===== src/design/variable_step_rc_lowpass_defines.svh =====
// Assertion macros for the variable-step RC low-pass filter.
// Expects clk and rst_n in the scope of each use.
`ifndef VARIABLE_STEP_RC_LOWPASS_DEFINES_SVH
`define VARIABLE_STEP_RC_LOWPASS_DEFINES_SVH

// Check a property at every rising edge outside reset.
`define VSRC_ASSERT(label, prop, msg) \
    label: assert property (@(posedge clk) disable iff (!rst_n) prop) else $error(msg);

// Check that pre at one edge is followed by post at the next.
`define VSRC_ASSERT_NEXT(label, pre, post, msg) \
    label: assert property (@(posedge clk) disable iff (!rst_n) (pre) |=> (post)) else $error(msg);

`endif


===== src/design/vsrc_pkg.sv =====
// Shared types and constants of the variable-step RC low-pass filter.
// No dependencies.
package vsrc_pkg;

    // round(2*pi*2^16)
    localparam logic [18:0] TWO_PI_Q16 = 19'd411775;
    // 1000 ms in Q16
    localparam logic [25:0] DEN_BASE   = 26'd65536000;
    localparam logic [31:0] MAX_GAP_MS = 32'd1000;
    // Word index of the cutoff register
    localparam logic        CUTOFF_IDX = 1'b0;

    typedef struct packed {
        logic signed [15:0] sample;
        logic        [31:0] now_ms;
    } in_item_t;

    typedef struct packed {
        logic signed [15:0] filtered;
        logic               reset_integral;
    } out_item_t;

    typedef struct packed {
        logic accept;
        logic mul1;
        logic mul2;
        logic div_init;
        logic div_step;
        logic mac;
        logic add;
        logic load_out;
    } cmd_t;

endpackage


===== src/design/vsrc_dp.sv =====
// Datapath of the variable-step RC low-pass filter: gain multiply,
// restoring divide, multiply-accumulate and truncation.
// Depends on vsrc_pkg and variable_step_rc_lowpass_defines.svh.
`include "variable_step_rc_lowpass_defines.svh"

module vsrc_dp #(
    parameter int GAIN_FRACTION_BITS = 16
) (
    input  logic                clk,
    input  logic                rst_n,
    input  logic [7:0]          cutoff_hz,
    input  vsrc_pkg::in_item_t  in_item,
    input  vsrc_pkg::cmd_t      cmd,
    output vsrc_pkg::out_item_t out_item
);

    localparam int F   = GAIN_FRACTION_BITS;
    localparam int KW  = 27;        // cutoff * 2pi
    localparam int WW  = 37;        // w * dt in Q16
    localparam int RW  = 38;        // divisor and remainder
    localparam int PW  = F + 18;    // alpha * difference
    localparam int AW  = F + 19;    // accumulator
    localparam logic [AW-1:0] RoundMask = (AW'(1) << F) - AW'(1);

    // Filter state
    logic        [31:0] last_time_reg;
    logic               seen_reg;
    logic signed [15:0] last_output_reg;

    // Per-item payload
    logic signed [15:0]   x_reg;
    logic        [9:0]    dt_reg;
    logic                 rst_flag_reg;
    logic        [KW-1:0] k_reg;
    logic        [RW-1:0] rem_reg;
    logic        [RW-1:0] den_reg;
    logic        [F-1:0]  q_reg;
    logic signed [PW-1:0] prod_reg;
    logic signed [AW-1:0] acc_reg;
    vsrc_pkg::out_item_t  out_reg;

    logic        [31:0]   dt_raw;
    logic                 gap;
    logic        [RW:0]   rem_sh;
    logic        [RW:0]   rem_sub;
    logic                 fits;
    logic signed [16:0]   diff;
    logic signed [PW-1:0] mac;
    logic signed [AW-1:0] prev_sh;
    logic signed [AW-1:0] acc_next;
    logic signed [AW-1:0] biased;
    logic signed [15:0]   y;

    assign dt_raw  = in_item.now_ms - last_time_reg;
    assign gap     = !seen_reg || (dt_raw > vsrc_pkg::MAX_GAP_MS);

    assign rem_sh  = {rem_reg, 1'b0};
    assign rem_sub = rem_sh - {1'b0, den_reg};
    assign fits    = (rem_sh >= {1'b0, den_reg});

    assign diff     = 17'(x_reg) - 17'(last_output_reg);
    assign mac      = $signed({1'b0, q_reg}) * diff;
    assign prev_sh  = AW'(last_output_reg) <<< F;
    assign acc_next = prev_sh + AW'(prod_reg);

    // Bias negative values so the arithmetic shift truncates toward zero
    assign biased = acc_reg + (acc_reg[AW-1] ? $signed(RoundMask) : $signed(AW'(0)));
    assign y      = biased[F+15:F];

    assign out_item = out_reg;

    always_ff @(posedge clk or negedge rst_n)
    begin
        if (!rst_n)
        begin
            last_time_reg   <= '0;
            seen_reg        <= 1'b0;
            last_output_reg <= '0;
        end
        else
        begin
            if (cmd.accept)
            begin
                last_time_reg <= in_item.now_ms;
                seen_reg      <= 1'b1;
            end
            if (cmd.load_out)
                last_output_reg <= y;
        end
    end

    always_ff @(posedge clk)
    begin
        if (cmd.accept)
        begin
            x_reg        <= in_item.sample;
            dt_reg       <= gap ? 10'd0 : dt_raw[9:0];
            rst_flag_reg <= gap;
        end
        if (cmd.mul1)
            k_reg <= KW'(cutoff_hz) * KW'(vsrc_pkg::TWO_PI_Q16);
        if (cmd.mul2)
            rem_reg <= RW'(WW'(k_reg) * WW'(dt_reg));
        if (cmd.div_init)
        begin
            den_reg <= RW'(vsrc_pkg::DEN_BASE) + rem_reg;
            q_reg   <= '0;
        end
        if (cmd.div_step)
        begin
            rem_reg <= fits ? rem_sub[RW-1:0] : rem_sh[RW-1:0];
            q_reg   <= {q_reg[F-2:0], fits};
        end
        if (cmd.mac)
            prod_reg <= mac;
        if (cmd.add)
            acc_reg <= acc_next;
        if (cmd.load_out)
        begin
            out_reg.filtered       <= y;
            out_reg.reset_integral <= rst_flag_reg;
        end
    end

    `VSRC_ASSERT(a_between, cmd.load_out |-> (((y >= last_output_reg) && (y <= x_reg)) || ((y <= last_output_reg) && (y >= x_reg))), "output outside prev and sample")

endmodule


===== config.mk =====
export PLATFORM = sky130hd
export DESIGN_NAME = vsrc_dp
export DESIGN_NICKNAME = d
export VERILOG_FILES = /design/src/design/vsrc_pkg.sv /design/src/design/vsrc_dp.sv
export VERILOG_INCLUDE_DIRS = /design/src /design/src/design
export SDC_FILE = /design/constraint.sdc
export NUM_CORES = 2
export LEC_CHECK = 0
export BUFFER_PORTS_ARGS = -buffer_cell sky130_fd_sc_hd__buf_2
export CORE_UTILIZATION = 70
export CTS_BUF_LIST = sky130_fd_sc_hd__clkbuf_16
export CTS_CLUSTER_DIAMETER = 40
export DETAILED_ROUTE_END_ITERATION = 12
export PLACE_DENSITY_LB_ADDON = 0.1
export REMOVE_ABC_BUFFERS = 1
export SKIP_CTS_REPAIR_TIMING = 1
export SLEW_MARGIN = 40
export SYNTH_ARGS = -nofsm -noshare
export SYNTH_HDL_FRONTEND = slang
export SYNTH_SLANG_ARGS = --single-unit

===== constraint.sdc =====
create_clock -name clk -period 21.4 [get_ports clk]
set_input_delay 2.14 -clock clk [delete_from_list [all_inputs] [get_ports clk]]
set_output_delay 2.14 -clock clk [all_outputs]
set_load 0.02 [all_outputs]

-- After elaboration in Yosys (flattened, before gate mapping)
Cells that the tools add are included.
- bits in registers: 281
- input port bits: 66
- output and inout port bits: 17
- logic and storage cells: 35
- add/sub/neg operators: 6
- $mul: 3
- $lt $le $gt $ge: 2
- multiplexer cells: 6
- reductions and logical operators: 4
- operators with widths (kind ; count):
    $mux 38 ; 3
    $mux 16 ; 3
    $ge 39x38->1 ; 1
    $add 26x38->38 const A ; 1
    $sub 38x38->38 ; 1
    $mul 27x10->37 ; 1
    $add 32x34->35 ; 1
    $mul 17x17->34 ; 1
    $add 32x17->32 ; 1
    $gt 32x10->1 const B ; 1
    $sub 32x32->32 ; 1
    $mul 8x19->27 const B ; 1
    $sub 16x16->17 ; 1
    $reduce_bool 2->1 ; 2
    $logic_not 1->1 ; 1
    $logic_or 1x1->1 ; 1

-- Logic depth before layout (Yosys ltp)
- word-level depth: 3
- gate-level depth with buffers: 36
- gate-level depth less buffers: 35

-- Least setup slack after synthesis
OpenSTA, ideal clock, no wires.
- kind: flip-flop to flip-flop
- from: register last_output_reg[0]
- to: register prod_reg[30], data pin
- setup time: 262 ps
- arrival: 7883 ps
- required time: 21138 ps
- slack: 13255 ps
- stages on the path, launching flop included: 34
- buffers on the path: 1
- clock period less this slack: 8145 ps
- cells stage by stage: dfrtp_1 ha_1 fa_1 nor2b_1 o21ai_0 a21boi_0 o21ai_0 a21boi_0 o21ai_0 a21oi_1 o21ai_0 o21bai_1 xor2_1 clkbuf_1 nand2_1 fa_1 fa_1 inv_1 fa_1 fa_1 fa_1 inv_1 fa_1 inv_1 ha_1 o21a_1 o21ai_0 a21oi_1 o21ai_0 a311o_1 o211a_1 o21ba_2 a21oi_1 xor2_1
- longest elaborated chain between the ends: 2
- RTL lines (item ; RTL line ; RTL):
    start: declaration ; vsrc_dp.sv:28 ; logic signed [15:0] last_output_reg;
    start signal: assignment ; vsrc_dp.sv:88 ; last_output_reg <= y;
    $sub 16x16->17 ; vsrc_dp.sv:61 ; assign diff = 17'(x_reg) - 17'(last_output_reg);
    $mul 17x17->34 ; vsrc_dp.sv:62 ; assign mac = $signed({1'b0, q_reg}) * diff;
    via mac[30] ; vsrc_dp.sv:48 ; logic signed [PW-1:0] mac;
    end signal: assignment ; vsrc_dp.sv:115 ; prod_reg <= mac;
    end: declaration ; vsrc_dp.sv:38 ; logic signed [PW-1:0] prod_reg;
The timed path passes the listed nets, and every way through them passes these cells.
A chain may end at the register's enable or synchronous reset.

-- Worst setup path in the final report
- from: register last_output_reg[0]
- to: register prod_reg[31], data pin
Same word-level chain as after synthesis.

==> qor.yml <==
reg2reg_depth: 32
die_w_um: 227
syn_to_final_growth_pct: 7.53
start_kind: "flip-flop"
grt_overflow: 0
design.core.area_um2: 50100
io_pins: 83
grt_start_max_net_pins: 61
die-area_um2: 51500
startpoint: "last_output_reg[0]"
crit_end: "prod_reg[31]"
tightest_slew_ps: 870
synth_flop_cell: "edfxtp_1"
gp_congestion: 0.897
crit_family: "adder cells"
place.detailed.hpwl_um: 62200
num_rows: 82
antenna_left: 0
routedWlPerCell_um: 17.9
antenna_cells: 0
clockBufferDepth: 3
cts-buffers-inserted: 47
final_cell_mix: "inv_1, nand2_1, fa_1, ha_1, edfxtp_1"
slew_headroom_pct: 41.5
ys_seq_area_share_pct: 22.9
ys_types: 72
fin_util_pct: 76.1
grt_pass1_wl_um: 133000
crit_top_cell: "fa_1"
vias: 26600
cts_root_buf: "clkbuf_16"
crit_type: "flip-flop to flip-flop"
path_buf_inv: 3
syn_area_um2: 35400
io_buffers: 82
clkSlewWorstSetupHoldPaths_ps: 60
wl_um: 80500
crit_arrival_ps: 9440
r2r-end: "prod_reg[31]"
synth_enable_flop_cells: 230
die_height_um: 227
status: "completed"
cts_sinks: 279
route.detailed.drc: 0
dr.pass1.iters: 5
h-tree-depth: 2
slowest_stage: "xor2_2"
slew_violations: 0
setup_tns_ps: 0
setup-violations-final: 0
syn_area_per_cell_um2: 9.40
final.min_clock_period_ps: 9110
hold_class: "flip-flop to flip-flop"
cp-end-kind: "flip-flop"
r2r_slack_ps: 12290
grt_setup_unrepaired: "false"
fmax_mhz: 110
finalNetCount: 4687
clk_latency_ps: 590
regArea_um2: 8130
grt_pass1_vias: 27600
worstPathRequired_ps: 21730
grt_antenna_before_repair: 1
finalNonFillerCells: 4506
cp_slowest_stage_delay_ps: 580
finalCritPeriodShare_pct: 42.6
final_common_cell: "inv_1"
grt_usage_pct: 32.4
yosysWarnings: 0
drt_iter0_markers: 1810
crit_cells: 32
cts_tree: "built"
via_per_inst: 5.91
skew_ps: 26.7
dp_cells: 4417
crit_fanout: 16
r2r_start: "last_output_reg[0]"
start_util_pct: 70.8
max_cap_viol_count: 0
synth_cells: 3768
synth-seq-cells: 279
drive_gt1_share_pct: 6.29
nFillCells: 3618
synthArstFlopShare_pct: 17.6
hold_viol_final: 0
multi_input_area_um2: 24500
metrics by stage:
stage                     area (um2)  setup WS, ps  hold WS [ps]
after floorplan                34900         13180           400
after global placement         36400         12210           403
after detailed placement       36500         12270           405
after CTS                      38100         12210           413
after global routing           38100         11680           425
final                          38100         12290           416
cell usage after synthesis, types with 57 or more instances:
| cell | instances | area, um2 |
|---|---|---|
| nand2_1 | 479 | 1800 |
| xnor2_1 | 127 | 1110 |
| and2_1 | 210 | 1310 |
| a21oi_1 | 191 | 956 |
| xor2_1 | 57 | 499 |
| clkbuf_1 | 114 | 428 |
| fa_1 | 440 | 8810 |
| a21o_1 | 68 | 510 |
| edfxtp_1 | 230 | 6910 |
| o21ai_0 | 153 | 766 |
| nand3_1 | 58 | 290 |
| nor2_1 | 141 | 529 |
| inv_1 | 622 | 2330 |
| nor2b_1 | 64 | 400 |
| ha_1 | 385 | 4820 |
logic make-up after synthesis:
family                     count (synthesis)  share of synthesized area [%]
AOI/OAI and AO/OA                        586                           10.3
xor gates and xnor gates                 184                           4.55
adders and majority gates                825                           38.4
buffers and inverters                    753                           8.00
DFF                                      279                           22.9
muxes                                     18                          0.544
and+or+nand+nor                         1123                           15.2
metal layers:
| layer | part of all wire (%) | up-vias | global-route usage, % |
|---|---|---|---|
| met5 | 0.037 | - | 0.474 |
| met4 | 3.2 | 2 | 12.1 |
| met3 | 6.9 | 208 | 4.57 |
| met2 | 47 | 1014 | 52.1 |
| met1 | 42 | 13100 | 44.9 |
| li1 | - | 12300 | - |
how the worst min path moves through the flow:
stage | start | end | cells past startpoint
2_1_floorplan | prod_reg[0] | acc_reg[0] | 0
3_3_place_gp | prod_reg[9] | acc_reg[9] | 0
3_5_place_dp | prod_reg[4] | acc_reg[4] | 0
4_1_cts | prod_reg[4] | acc_reg[4] | 0
5_1_grt | prod_reg[3] | acc_reg[3] | 0
6_report | prod_reg[4] | acc_reg[4] | 0
cell type report:
type | count | area share, %
clock buffer | 48 | 3.15
clock inverter | 39 | 1.07
inverter | 622 | 6.13
multi-input combinational | 2736 | 64.4
sequential | 279 | 21.3
tap | 672 | 2.21
timing repair buffer | 110 | 1.68
Power is left out: the tool's default activity adds up to more than one toggle a clock period on the data nets, which glitch-free logic cannot reach.
