==> src/design/variable_step_rc_lowpass_defines.svh <==
// Assertion macros for the variable-step RC low-pass filter.
// Expects clk and rst_n in the scope of each use.
`ifndef VARIABLE_STEP_RC_LOWPASS_DEFINES_SVH
`define VARIABLE_STEP_RC_LOWPASS_DEFINES_SVH

// Check a property at every rising edge outside reset.
`define VSRC_ASSERT(label, prop, msg) \
    label: assert property (@(posedge clk) disable iff (!rst_n) prop) else $error(msg);

// Check that pre at one edge is followed by post at the next.
`define VSRC_ASSERT_NEXT(label, pre, post, msg) \
    label: assert property (@(posedge clk) disable iff (!rst_n) (pre) |=> (post)) else $error(msg);

`endif

==> src/design/vsrc_pkg.sv <==
// Shared types and constants of the variable-step RC low-pass filter.
// No dependencies.
package vsrc_pkg;

    // round(2*pi*2^16)
    localparam logic [18:0] TWO_PI_Q16 = 19'd411775;
    // 1000 ms in Q16
    localparam logic [25:0] DEN_BASE   = 26'd65536000;
    localparam logic [31:0] MAX_GAP_MS = 32'd1000;
    // Word index of the cutoff register
    localparam logic        CUTOFF_IDX = 1'b0;

    typedef struct packed {
        logic signed [15:0] sample;
        logic        [31:0] now_ms;
    } in_item_t;

    typedef struct packed {
        logic signed [15:0] filtered;
        logic               reset_integral;
    } out_item_t;

    typedef struct packed {
        logic accept;
        logic mul1;
        logic mul2;
        logic div_init;
        logic div_step;
        logic mac;
        logic add;
        logic load_out;
    } cmd_t;

endpackage

==> src/design/vsrc_ctrl.sv <==
// Sequencer of the variable-step RC low-pass filter.
// Depends on vsrc_pkg and variable_step_rc_lowpass_defines.svh.
`include "variable_step_rc_lowpass_defines.svh"

module vsrc_ctrl #(
    parameter int GAIN_FRACTION_BITS = 16
) (
    input  logic           clk,
    input  logic           rst_n,
    input  logic           in_valid,
    output logic           in_stall,
    output logic           out_valid,
    input  logic           out_stall,
    output vsrc_pkg::cmd_t cmd
);

    localparam int CntW = $clog2(GAIN_FRACTION_BITS);
    localparam logic [CntW-1:0] LastStep = CntW'(GAIN_FRACTION_BITS - 1);

    typedef enum logic [2:0] {
        S_IDLE,
        S_MUL1,
        S_MUL2,
        S_DIVI,
        S_DIV,
        S_MAC,
        S_ADD,
        S_FIN
    } state_t;

    state_t          state_reg;
    logic [CntW-1:0] cnt_reg;
    logic            out_valid_reg;
    logic            out_free;

    assign out_free = !out_valid_reg || !out_stall;
    assign in_stall = (state_reg != S_IDLE);
    assign out_valid = out_valid_reg;

    always_comb
    begin
        cmd          = '0;
        cmd.accept   = in_valid && (state_reg == S_IDLE);
        cmd.mul1     = (state_reg == S_MUL1);
        cmd.mul2     = (state_reg == S_MUL2);
        cmd.div_init = (state_reg == S_DIVI);
        cmd.div_step = (state_reg == S_DIV);
        cmd.mac      = (state_reg == S_MAC);
        cmd.add      = (state_reg == S_ADD);
        cmd.load_out = (state_reg == S_FIN) && out_free;
    end

    always_ff @(posedge clk or negedge rst_n)
    begin
        if (!rst_n)
        begin
            state_reg     <= S_IDLE;
            cnt_reg       <= '0;
            out_valid_reg <= 1'b0;
        end
        else
        begin
            unique case (state_reg)
                S_IDLE:
                begin
                    if (in_valid)
                        state_reg <= S_MUL1;
                end
                S_MUL1: state_reg <= S_MUL2;
                S_MUL2: state_reg <= S_DIVI;
                S_DIVI:
                begin
                    cnt_reg   <= LastStep;
                    state_reg <= S_DIV;
                end
                S_DIV:
                begin
                    if (cnt_reg == '0)
                        state_reg <= S_MAC;
                    else
                        cnt_reg <= cnt_reg - 1'b1;
                end
                S_MAC: state_reg <= S_ADD;
                S_ADD: state_reg <= S_FIN;
                S_FIN:
                begin
                    if (out_free)
                        state_reg <= S_IDLE;
                end
                default: state_reg <= S_IDLE;
            endcase

            // Load on finish, drop after the transfer
            if (cmd.load_out)
                out_valid_reg <= 1'b1;
            else if (!out_stall)
                out_valid_reg <= 1'b0;
        end
    end

    `VSRC_ASSERT_NEXT(a_accept_starts, cmd.accept, state_reg == S_MUL1, "accept did not start work")
    `VSRC_ASSERT_NEXT(a_div_ends, (state_reg == S_DIV) && (cnt_reg == '0), state_reg == S_MAC, "divide overran")
    `VSRC_ASSERT(a_valid_from_fin, $rose(out_valid_reg) |-> ($past(state_reg) == S_FIN), "result without finish")

endmodule

==> config.mk <==
export PLATFORM = sky130hd
export DESIGN_NAME = vsrc_ctrl
export DESIGN_NICKNAME = d
export VERILOG_FILES = /design/src/design/vsrc_pkg.sv /design/src/design/vsrc_ctrl.sv
export VERILOG_INCLUDE_DIRS = /design/src /design/src/design
export SDC_FILE = /design/constraint.sdc
export NUM_CORES = 1
export LEC_CHECK = 0
export BUFFER_PORTS_ARGS = -buffer_cell sky130_fd_sc_hd__buf_4
export CAP_MARGIN = 25
export CELL_PAD_IN_SITES_DETAIL_PLACEMENT = 2
export CELL_PAD_IN_SITES_GLOBAL_PLACEMENT = 2
export CORE_UTILIZATION = 31
export DETAILED_ROUTE_END_ITERATION = 8
export PLACE_DENSITY = 0.85
export SETUP_SLACK_MARGIN = 0.02
export SLEW_MARGIN = 20
export SYNTH_ARGS = -nofsm -noshare
export SYNTH_HDL_FRONTEND = slang
export SYNTH_SLANG_ARGS = --single-unit
==> constraint.sdc <==
create_clock -name clk -period 3.7 [get_ports clk]
set_clock_uncertainty 0.2 [all_clocks]
set_input_delay 0.555 -clock clk [delete_from_list [all_inputs] [get_ports clk]]
set_output_delay 0.555 -clock clk [all_outputs]
set_load 0.03 [all_outputs]
Yosys cells after proc, flatten, opt, wreduce, memory -nomap -nowiden
Index checks and enable logic that the tools add are counted.
{"block": "word_totals", "register_bits": 8, "in_bits": 4, "output_inout_bits": 10, "elab_cells": 35}
{"block": "classes", "add_sub_neg": 1, "n_eq_ne": 12, "n_mux": 8, "n_reduce_logical": 11}
{"operator": "3-bit case mux with 8 select lines", "n": 1}
{"operator": "3-bit equality test (second input constant)", "n": 4}
{"operator": "3-bit 2-to-1 mux", "n": 3}
{"operator": "4-bit case mux with 2 select lines", "n": 1}
{"operator": "3-bit by 2-bit equality test with 1-bit output (second input constant)", "n": 2}
{"operator": "2-bit inequality test (second input constant)", "n": 3}
{"operator": "4-bit zero test", "n": 1}
{"operator": "4-bit 2-to-1 mux", "n": 1}
{"operator": "2-bit by 1-bit inequality test with 1-bit output (second input constant)", "n": 2}
{"operator": "4-bit by 1-bit subtractor with 4-bit output (second input constant)", "n": 1}
{"operator": "3-bit by 1-bit equality test with 1-bit output (second input constant)", "n": 1}
{"operator": "3-bit zero test", "n": 1}
{"operator": "3-bit AND reduction", "n": 1}
{"operator": "3-bit nonzero test", "n": 1}
{"operator": "1-bit logical AND", "n": 2}
{"operator": "1-bit zero test", "n": 2}
{"operator": "1-bit 2-to-1 mux", "n": 2}
{"operator": "2-bit AND reduction", "n": 1}
{"operator": "2-bit nonzero test", "n": 1}
{"operator": "1-bit logical OR", "n": 1}

Depth between registers and ports, before layout
{"block": "depth", "ltp_word": 4, "mapped_depth": 6, "ltp_nobuf": 6}

Worst setup path after synthesis
OpenSTA, ideal clock, no wires.
{"block": "synth_timing", "path_kind": "flip-flop to output port", "start": "register state_reg[0]", "end": "output port cmd[7] in the netlist's numbering", "t_arrival_ns": 1.487, "required_time_ns": 2.945, "slack_ns": 1.458, "stages_incl_launch_ff": 5, "path_buffers": 0, "path_cell_list": "dfrtp_1 > inv_1 > ha_1 > or2b_1 > nor2_1"}
{"element": "start, declared", "line_no": "vsrc_ctrl.sv:31", "source": "state_t state_reg;"}
{"element": "start signal, assigned", "line_no": "vsrc_ctrl.sv:57", "source": "state_reg <= S_IDLE;"}
{"element": "start signal, assigned", "line_no": "vsrc_ctrl.sv:67", "source": "state_reg <= S_MUL1;"}
{"element": "start signal, assigned", "line_no": "vsrc_ctrl.sv:69", "source": "S_MUL1: state_reg <= S_MUL2;"}
{"element": "end, declared", "line_no": "vsrc_ctrl.sv:14", "source": "output vsrc_pkg::cmd_t cmd"}

==> flow_summary.ini <==
[outcome]
status = complete, but fails checks
violations = DRC

[sta]
fin_tns_setup_ns = 0
setup_viol = 0
hold_viol = 0
worst_hold_slack_ns = 0.3182
post-route-min-period_ns = 2.325
slew_viol_final = 0
worst_pin_slew_ns = 0.3879
period_share_pct = 62.82
timing.fmax_ghz = 0.4302
max_slew_margin_pct = 74.14
rsz0062_at_grt = false

[finish]
syn_to_final_growth_pct = 27.29
multi_input_area_um2 = 304.0
fillers = 178
num_antenna_cells = 0
ff_latch_area_um2 = 200.2
largest_reg_flops = 4
finalNetCount = 84
drive_above_1_share_pct = 28.77
final_core_util_pct = 43.42

[critical_path]
r2r_cells = 5
crit_end = cmd[7]
arrival_ns = 1.57
crit_path_start = state_reg[1]$_DFFE_PN0P_
critical_path_class = reg2out
cp_slowest_cell = dfrtp_1
rr_startpoint = state_reg[1]$_DFFE_PN0P_
crit_required_ns = 2.94
start_kind = flop
cp_slowest_stage_delay_ns = 0.42
crit_path_end_kind = output pin
r2r_slack_ns = 1.74
path_cells = inv_1 -> ha_1 -> or2b_1 -> nor2_1 -> buf_4
path_max_fanout = 6
reg2reg_to = state_reg[1]$_DFFE_PN0P_

[clock_tree]
path_clk_slew_ns = 0.05
cts_tree = built
root_buffer = clkbuf_4
numCtsBuffers = 3
cts.sinks = 8
cts.htree.levels = 1
cts_buffer_depth = 2
ctsResizeCount = 0
clk_latency_ns = 0.26

[min_path]
min_path_type = reg2reg

[route]
via_count = 465
antenna_left = 0
dr_wl_met2_um = 559
drc = 4
post_drt_wl_per_cell_um = 14.19
top_layer_used = met4
vias_per_cell = 5.225
firstDrtPassIters = 6
wirelength_um = 1263
route.met3.wl_um = 54
dr.first_iter.drc_count = 9
wl_met1_um = 616

[grt]
grt_usage_pct = 16.42
grt_antenna_before_repair = 0
grt_pass1_vias = 466
gr-total-overflow = 0
grt_pass1_wl_um = 2208
grt_max_degree = 15

[logic_synthesis]
synth.distinct_cells = 24
synth_warnings = 0
synth-seq-area-share_pct = 37.65
synth_area_per_cell_um2 = 9.329
synthCells = 57
synth_fp_nets = 66
syn_area_um2 = 531.8
synth-seq-cells = 8

[placement]
dpl.hpwl_um = 988.2
numPortBuffers = 13
place.gp.congestion = 0.6796

[power]
leakage_nw = 0.3454
p_sw_uw = 286.2
irDropWorstVdd_mv = 0.3378
internal-power_uw = 317.5
seq_power_share_pct = 28.7
p_per_area_nw_per_um2 = 891.9
power_frac_comb_pct = 60.3
power_frac_clock_pct = 11.0
power_uw = 603.8
sw_frac_of_total_pct = 47.41

[floorplan]
initial_core_util_pct = 34.11
core.rowCount = 14
core_um2 = 1559
die_x_um = 43.42
die_area_um2 = 1885
io_pins = 14
die_y_um = 43.42

[job]
cap_violations = 0
logic make-up after synthesis:
kind of cell | after synthesis | share of synthesized area (%)
AND/OR/NAND/NOR | 27 | 27.77
flip-flops | 8 | 37.65
buffers and inverters | 7 | 5.175
AO/OA/AOI/OAI | 5 | 7.293
multiplexers | 5 | 10.35
adder cells (fa/ha/maj) | 5 | 11.76
through the flow:
| step | cells | area, µm² | setup slack [ns] |
|---|---|---|---|
| after floorplan | 57 | 531.8 | 1.458 |
| after global placement | 85 | 644.4 | 1.725 |
| after detailed placement | 85 | 644.4 | 1.634 |
| after CTS | 89 | 676.9 | 1.357 |
| after global routing | 89 | 676.9 | 1.268 |
| final | 89 | 676.9 | 1.376 |
metal layers:
layer | global-route usage [%] | vias up
met5 | 0 | -
met4 | 11.25 | 0
met3 | 2.500 | 5
met2 | 24.85 | 15
met1 | 21.58 | 221
li1 | - | 224
timing repair:
item,CTS,global route
endpoints found under the setup margin,0,0
hold buffers,1,0
hold endpoints to repair,8,0
setup buffers,0,0
how the worst min path moves through the flow:
stage	from	end	slack, ns	cells past startpoint
after floorplan	rst_n	cnt_reg[0]$_DFFE_PN0P_	0.06	0
after global placement	rst_n	state_reg[0]$_DFFE_PN0P_	0.17	1
after detailed placement	rst_n	state_reg[2]$_DFFE_PN0P_	0.18	1
after CTS	cnt_reg[0]$_DFFE_PN0P_	cnt_reg[0]$_DFFE_PN0P_	0.32	1
after global routing	cnt_reg[0]$_DFFE_PN0P_	cnt_reg[0]$_DFFE_PN0P_	0.34	1
final	cnt_reg[0]$_DFFE_PN0P_	cnt_reg[0]$_DFFE_PN0P_	0.32	1
cells in the mapped netlist, drive strengths merged:
| cell type | number | share of area [%] |
|---|---|---|
| or3b | 1 | 1.6 |
| nand3 | 1 | 0.94 |
| nand2 | 6 | 4.2 |
| clkbuf | 1 | 0.94 |
| dfrtp | 8 | 38 |
| o22ai | 1 | 1.2 |
| nor2 | 6 | 4.2 |
| mux2 | 1 | 2.8 |
| nor3b | 1 | 2.4 |
| o21ai | 1 | 0.94 |
| nand4 | 1 | 1.2 |
| and2 | 2 | 2.4 |
| a32o | 1 | 1.9 |
| nor2b | 3 | 3.5 |
| or2b | 1 | 1.4 |
| and3 | 1 | 1.4 |
| o211ai | 1 | 2.4 |
| a21oi | 1 | 0.94 |
| mux2i | 4 | 7.5 |
| nor3 | 2 | 1.9 |
| ha | 5 | 12 |
| inv | 6 | 4.2 |
| or3 | 2 | 2.6 |
power groups by stage:
stage | logic (mW) | clock network [mW] | registers, mW
after floorplan | 0.257 | 0 | 0.163
after global placement | 0.353 | 0 | 0.170
after detailed placement | 0.364 | 0 | 0.176
after CTS | 0.370 | 0.0698 | 0.174
after global routing | 0.396 | 0.0726 | 0.182
final | 0.364 | 0.0665 | 0.173
cell type report:
| cell class | count | area share [%] |
|---|---|---|
| clock buffer | 3 | 3.327 |
| inverter | 6 | 3.327 |
| multi-input combinational | 42 | 44.92 |
| sequential | 8 | 29.57 |
| tap | 16 | 2.957 |
| timing repair buffer | 14 | 15.90 |
critical path, delay by kind of cell, from the launching register on:
family                   cells  cell delay, ns
adder cells (fa/ha/maj)      1            0.26
buffers and inverters        2            0.28
flip-flops                   1            0.42
AND/OR/NAND/NOR              2            0.36
cells in the final DEF, fill, tap and decap left out:
master | synthesis | routed
clkbuf_4 | 0 | 3
nor2_1 | 6 | 6
or3_1 | 1 | 1
a32o_1 | 1 | 1
mux2_4 | 1 | 1
and2_1 | 2 | 2
buf_4 | 0 | 13
o21ai_0 | 1 | 1
o211ai_2 | 1 | 1
o22ai_1 | 1 | 1
a21oi_1 | 1 | 1
nor3_1 | 2 | 2
dlygate4sd3_1 | 0 | 1
dfrtp_1 | 8 | 8
and3_2 | 1 | 1
inv_1 | 6 | 6
nand3_1 | 1 | 1
mux2i_1 | 4 | 4
nor2b_1 | 3 | 3
ha_1 | 5 | 5
or2b_1 | 1 | 1
or3b_1 | 1 | 1
nand4_1 | 1 | 1
nand2_1 | 6 | 6
nor3b_2 | 1 | 1
or3_2 | 1 | 1
(Power assumes the default switching activity.)
